`config.mk`:
```
export PLATFORM = sky130hd
export DESIGN_NAME = palt_ctrl
export DESIGN_NICKNAME = d
export VERILOG_FILES = /design/src/hw/rtl/palt_pkg.sv /design/src/hw/rtl/palt_ctrl.sv
export SDC_FILE = /design/constraint.sdc
export NUM_CORES = 1
export LEC_CHECK = 0
export ABC_AREA = 1
export BUFFER_PORTS_ARGS = -buffer_cell sky130_fd_sc_hd__buf_2
export CORE_MARGIN = 4
export CORE_UTILIZATION = 40
export CTS_CLUSTER_DIAMETER = 100
export CTS_CLUSTER_SIZE = 14
export DETAILED_ROUTE_END_ITERATION = 10
export GPL_ROUTABILITY_DRIVEN = 0
export PLACE_DENSITY = 0.67
export SYNTH_ARGS = -nofsm -noshare
export SYNTH_HDL_FRONTEND = slang
export SYNTH_SLANG_ARGS = --single-unit
```
`constraint.sdc`:
```
create_clock -name clk -period 4.44 [get_ports clk]
set_clock_uncertainty 0.1 [all_clocks]
set_input_delay 0.888 -clock clk [delete_from_list [all_inputs] [get_ports clk]]
set_output_delay 0.888 -clock clk [all_outputs]
set_load 0.1 [all_outputs]
```
`src/hw/rtl/palt_pkg.sv`:
```
`timescale 1ns / 1ps

package palt_pkg;

    // command codes of one input beat
    typedef enum logic [1:0] {
        KIND_CLEAR   = 2'd0,
        KIND_APPEND  = 2'd1,
        KIND_NEAREST = 2'd2,
        KIND_INTERP  = 2'd3
    } palt_kind_t;

    localparam logic [39:0] ARC_MAX    = 40'hFF_FFFF_FFFF;
    localparam int          SQRT_STEPS = 34;
    localparam int          DIV_STEPS  = 64;

    typedef struct packed {
        palt_kind_t         kind;
        logic signed [31:0] px;
        logic signed [31:0] py;
        logic signed [31:0] pz;
        logic signed [15:0] tx;
        logic signed [15:0] ty;
        logic signed [15:0] tz;
        logic [39:0]        arc_query;
    } palt_in_t;

    typedef struct packed {
        logic [39:0]        arc_pos;
        logic signed [31:0] ox;
        logic signed [31:0] oy;
        logic signed [31:0] oz;
        logic signed [15:0] otx;
        logic signed [15:0] oty;
        logic signed [15:0] otz;
        logic               table_empty;
        logic               dropped;
    } palt_out_t;

    // one stored polyline point
    typedef struct packed {
        logic signed [31:0] x;
        logic signed [31:0] y;
        logic signed [31:0] z;
        logic signed [15:0] tx;
        logic signed [15:0] ty;
        logic signed [15:0] tz;
        logic [39:0]        arc;
    } palt_entry_t;

    // datapath commands, one per cycle
    typedef enum logic [4:0] {
        OP_NOP,
        OP_LATCH,
        OP_CLEAR,
        OP_DROP,
        OP_EMPTY,
        OP_APPEND_FIRST,
        OP_RD_PREV,
        OP_SQX,
        OP_SQY,
        OP_SQZ,
        OP_SQEND,
        OP_SQRT_LOAD,
        OP_SQRT_STEP,
        OP_APPEND_FIN,
        OP_IDX_CLR,
        OP_RD_IDX,
        OP_NR_CMP,
        OP_IP_CK,
        OP_CLAMP,
        OP_RD_BM1,
        OP_DIVF_LOAD,
        OP_DIV_STEP,
        OP_F_SAVE,
        OP_LERP_MUL,
        OP_LERP_FIN,
        OP_LEN_SAVE,
        OP_DIVN_LOAD,
        OP_NORM_FIN,
        OP_EMIT
    } palt_op_t;

    // datapath status back to the controller
    typedef struct packed {
        palt_kind_t kind;
        logic       full;
        logic       empty;
        logic       idx_zero;
        logic       idx_last;
        logic       arc_gt;
        logic       sqrt_last;
        logic       div_last;
        logic       comp_is5;
        logic       comp_is2;
        logic       sum_zero;
    } palt_status_t;

endpackage

```
`src/hw/rtl/palt_ctrl.sv`:
```
`timescale 1ns / 1ps

module palt_ctrl (
    input  logic                  clk,
    input  logic                  rst_n,
    input  logic                  start,
    input  palt_pkg::palt_status_t st,
    output palt_pkg::palt_op_t     op,
    output logic                  busy
);
    import palt_pkg::*;

    typedef enum logic [25:0] {
        S_IDLE     = 26'h0000001,
        S_DISP     = 26'h0000002,
        S_SQX      = 26'h0000004,
        S_SQY      = 26'h0000008,
        S_SQZ      = 26'h0000010,
        S_SQEND    = 26'h0000020,
        S_SQRT_LD  = 26'h0000040,
        S_SQRT     = 26'h0000080,
        S_APP_FIN  = 26'h0000100,
        S_NR_RD    = 26'h0000200,
        S_NR_CMP   = 26'h0000400,
        S_IP_RD    = 26'h0000800,
        S_IP_CK    = 26'h0001000,
        S_CLAMP    = 26'h0002000,
        S_RD_BM1   = 26'h0004000,
        S_DIVF_LD  = 26'h0008000,
        S_DIVF     = 26'h0010000,
        S_F_SAVE   = 26'h0020000,
        S_LERP_MUL = 26'h0040000,
        S_LERP_FIN = 26'h0080000,
        S_SUM_CHK  = 26'h0100000,
        S_LEN_SAVE = 26'h0200000,
        S_DIVN_LD  = 26'h0400000,
        S_DIVN     = 26'h0800000,
        S_NORM_FIN = 26'h1000000,
        S_EMIT     = 26'h2000000
    } palt_state_t;

    palt_state_t state_reg, state_next;

    // state register
    always_ff @(posedge clk or negedge rst_n)
    begin
        if (!rst_n)
        begin
            state_reg <= S_IDLE;
        end
        else
        begin
            state_reg <= state_next;
        end
    end

    assign busy = (state_reg != S_IDLE);

    // sequencing and command decode
    always_comb
    begin
        state_next = state_reg;
        op         = OP_NOP;
        unique case (state_reg)
            S_IDLE:
            begin
                if (start)
                begin
                    op         = OP_LATCH;
                    state_next = S_DISP;
                end
            end
            S_DISP:
            begin
                unique case (st.kind)
                    KIND_CLEAR:
                    begin
                        op         = OP_CLEAR;
                        state_next = S_EMIT;
                    end
                    KIND_APPEND:
                    begin
                        if (st.full)
                        begin
                            op         = OP_DROP;
                            state_next = S_EMIT;
                        end
                        else if (st.empty)
                        begin
                            op         = OP_APPEND_FIRST;
                            state_next = S_EMIT;
                        end
                        else
                        begin
                            op         = OP_RD_PREV;
                            state_next = S_SQX;
                        end
                    end
                    KIND_NEAREST:
                    begin
                        op         = st.empty ? OP_EMPTY : OP_IDX_CLR;
                        state_next = st.empty ? S_EMIT : S_NR_RD;
                    end
                    KIND_INTERP:
                    begin
                        op         = st.empty ? OP_EMPTY : OP_IDX_CLR;
                        state_next = st.empty ? S_EMIT : S_IP_RD;
                    end
                    default:
                    begin
                        state_next = S_EMIT;
                    end
                endcase
            end
            S_SQX:
            begin
                op         = OP_SQX;
                state_next = S_SQY;
            end
            S_SQY:
            begin
                op         = OP_SQY;
                state_next = S_SQZ;
            end
            S_SQZ:
            begin
                op         = OP_SQZ;
                state_next = S_SQEND;
            end
            S_SQEND:
            begin
                op = OP_SQEND;
                if (st.kind == KIND_APPEND)
                begin
                    state_next = S_SQRT_LD;
                end
                else if (st.kind == KIND_NEAREST)
                begin
                    state_next = S_NR_CMP;
                end
                else
                begin
                    state_next = S_SUM_CHK;
                end
            end
            S_SQRT_LD:
            begin
                op         = OP_SQRT_LOAD;
                state_next = S_SQRT;
            end
            S_SQRT:
            begin
                op = OP_SQRT_STEP;
                if (st.sqrt_last)
                begin
                    state_next = (st.kind == KIND_APPEND) ? S_APP_FIN : S_LEN_SAVE;
                end
            end
            S_APP_FIN:
            begin
                op         = OP_APPEND_FIN;
                state_next = S_EMIT;
            end
            S_NR_RD:
            begin
                op         = OP_RD_IDX;
                state_next = S_SQX;
            end
            S_NR_CMP:
            begin
                op         = OP_NR_CMP;
                state_next = st.idx_last ? S_EMIT : S_NR_RD;
            end
            S_IP_RD:
            begin
                op         = OP_RD_IDX;
                state_next = S_IP_CK;
            end
            S_IP_CK:
            begin
                op = OP_IP_CK;
                if (st.arc_gt)
                begin
                    state_next = st.idx_zero ? S_CLAMP : S_RD_BM1;
                end
                else
                begin
                    state_next = st.idx_last ? S_CLAMP : S_IP_RD;
                end
            end
            S_CLAMP:
            begin
                op         = OP_CLAMP;
                state_next = S_EMIT;
            end
            S_RD_BM1:
            begin
                op         = OP_RD_BM1;
                state_next = S_DIVF_LD;
            end
            S_DIVF_LD:
            begin
                op         = OP_DIVF_LOAD;
                state_next = S_DIVF;
            end
            S_DIVF:
            begin
                op = OP_DIV_STEP;
                if (st.div_last)
                begin
                    state_next = S_F_SAVE;
                end
            end
            S_F_SAVE:
            begin
                op         = OP_F_SAVE;
                state_next = S_LERP_MUL;
            end
            S_LERP_MUL:
            begin
                op         = OP_LERP_MUL;
                state_next = S_LERP_FIN;
            end
            S_LERP_FIN:
            begin
                op         = OP_LERP_FIN;
                state_next = st.comp_is5 ? S_SQX : S_LERP_MUL;
            end
            S_SUM_CHK:
            begin
                state_next = st.sum_zero ? S_EMIT : S_SQRT_LD;
            end
            S_LEN_SAVE:
            begin
                op         = OP_LEN_SAVE;
                state_next = S_DIVN_LD;
            end
            S_DIVN_LD:
            begin
                op         = OP_DIVN_LOAD;
                state_next = S_DIVN;
            end
            S_DIVN:
            begin
                op = OP_DIV_STEP;
                if (st.div_last)
                begin
                    state_next = S_NORM_FIN;
                end
            end
            S_NORM_FIN:
            begin
                op         = OP_NORM_FIN;
                state_next = st.comp_is2 ? S_EMIT : S_DIVN_LD;
            end
            S_EMIT:
            begin
                op         = OP_EMIT;
                state_next = S_IDLE;
            end
            default:
            begin
                state_next = S_IDLE;
            end
        endcase
    end

endmodule

```
==> flow_metrics.tcl <==
set metrics [dict create \
    status "finished clean" \
    drv_cap 0 \
    first_pass_iters 6 \
    yosysSeqAreaShare_pct 33.0 \
    grt_max_degree 27 \
    grtUsageTotal_pct 16.9 \
    syn-num-nets 340 \
    drc_errors 0 \
    ant_nets 0 \
    fin_area_sq_mm 0.00220 \
    min_period_ns 3.48 \
    port_buffers 20 \
    die_area_sq_mm 0.00613 \
    mostFrequentLayoutCells "94 x nand2_1, 75 x nor2_1, 43 x inv_1" \
    vias_per_cell 4.78 \
    nNetsFinal 364 \
    layout_commonest_cell "nand2_1" \
    hold_viol_final 0 \
    fin_util_pct 46.3 \
    core-area_sq_mm 0.00475 \
    avgSynthCellArea_sq_um 6.15 \
    slew_headroom_pct 60.1 \
    synth_top_area_cell "dfrtp_1" \
    cts_hold_buf 0 \
    cts_buffers 3 \
    die_y_microns 78.3 \
    synth_area_leaders "dfrtp_1 32%, nand2_1 18%, nor2_1 14%" \
    place_area_sq_mm 0.00215 \
    cp_data_arrival_time_ns 2.49 \
    die_x_microns 78.3 \
    worst_pin_slew_ns 0.599 \
    maxSlewViolCount 0 \
    yosys_warnings 0 \
    grt_pass1_wl_mm 8.29 \
    ir_drop_uv 219 \
    vias 1966 \
    fin_crit_sh_pct 78.4 \
    p_leak_nw 1.29 \
    setup_slack_ns 0.960 \
    yosysTopAreaCellShare_pct 31.7 \
    cts_root_buf "clkbuf_8" \
    first_global_vias 1834 \
    areaGrowthSynthToFinish_pct 11.5 \
    post_drt_wl_per_cell_microns 11.9 \
    cts_tree "yes" \
    rows 25 \
    start_kind "register" \
    dp.cells 407 \
    setup_viol 0 \
    nFillCells 492 \
    drive_above_1_share_pct 13.4 \
    hp-class "reg2reg" \
    cts.sinks 26 \
    p_total_uw 747 \
    grt_setup_unrepaired "no" \
    synth_cells 321 \
    hold_ws_ns 0.430 \
    fmax_mhz 287 \
    antenna_found_initial 0 \
    grt-ovfl-total 0 \
    setup_tns_ns 0 \
    io_pins 21 \
    layout.cells.non_filler 411 \
    crit_fanout 14 \
    ys_ff_latch 26 \
    cts_setup_buffers 0 \
    cts_buffer_depth 2 \
    clk_latency_ns 0.28 \
    worstSetupEndpointType "output pin" \
    dr.first_iter.drc_count 134 \
    largest_reg_flops 26 \
    wl_mm 4.90 \
    pre_cts_ws_ns 1.23 \
    worstPathRequired_ns 3.45 \
    start_util_pct 41.6 \
    htreeDepth 1 \
    yosysUniqueCellTypes 27 \
    cts_resized 0 \
    hpwlAfterDp_mm 4.10 \
    syn_area_sq_mm 0.00198 \
    crit_type "reg2out" \
    num_antenna_cells 0 \
    p_per_area_mw_per_mm2 339 \
    clkTransAtPathRegs_ns 0.10 \
]
==> cell families after synthesis <==
| family | Yosys count | share of synthesized area (%) |
|---|---|---|
| flops | 26 | 33.0 |
| simple gates | 223 | 49.2 |
| compound gates | 19 | 5.57 |
| buf+inv | 49 | 9.69 |
| fa+ha+maj | 4 | 2.53 |
==> cell type report <==
type / count / area, sq um / area share (%)
flip-flops and latches: 26 / 652 / 29.6
multi-input cells: 246 / 1130 / 51.4
repair buffers: 20 / 100 / 4.54
well taps: 67 / 83.8 / 3.80
clock buffers: 4 / 55.1 / 2.50
inverters: 48 / 180 / 8.18
==> Yosys cell counts <==
cell type	n
dfrtp_1	25
or2_4	1
ha_1	4
o31ai_1	2
nor3_2	1
nor2_1	75
nand2_2	4
nand4_1	6
nor2_2	6
dfstp_2	1
o32ai_1	1
nor2_4	2
o21ai_0	4
buf_6	1
nand3_4	1
nand3_1	19
nand3b_1	1
nor3_1	12
inv_2	5
inv_1	43
a21oi_1	8
o21ai_1	1
o22ai_1	1
nor3_4	1
a211oi_1	1
o21bai_1	1
nand2_1	94
==> worst max-delay path, stage by stage, from the launching register on <==
cell	delay [ns]
dfrtp_1	0.40
nor2_1	0.21
nand2_2	0.15
nor3_4	0.45
nand2_1	0.23
nand2_1	0.10
nor2_1	0.05
o21ai_0	0.07
nor2_1	0.06
nand2_1	0.07
buf_2	0.42
==> layer usage <==
| metal | GRT usage [%] | vias up | part of all wire, % | wire (microns) |
|---|---|---|---|---|
| met3 | 2.06 | 4 | 5.2 | 255 |
| li1 | - | 1046 | - | - |
| met5 | 0 | - | 0 | 0 |
| met2 | 27.9 | 59 | 45 | 2200 |
| met1 | 23.6 | 857 | 49 | 2400 |
| met4 | 3.67 | 0 | 0.96 | 47 |
==> path summary, 6_finish.rpt <==
check / start / to / slack [ns] / cells after the start
max: state_reg[18] / op[3] / 0.96 / 10
min in group asynchronous: rst_n / state_reg[23] / 0.50 / 1
max in group asynchronous: rst_n / state_reg[8] / 3.33 / 1
min: state_reg[23] / state_reg[23] / 0.43 / 2
min reg2reg: state_reg[23] / state_reg[23] / 0.43 / 2
max reg2reg: state_reg[18] / state_reg[8] / 2.34 / 7
==> where the power goes <==
group          total [mW]  switching (mW)  internal, mW
clock network       0.156          0.0771        0.0794
registers           0.258         0.00802         0.250
logic               0.333           0.264        0.0688
total               0.747           0.349         0.398
Note: power is estimated with default switching activity, not from simulation.
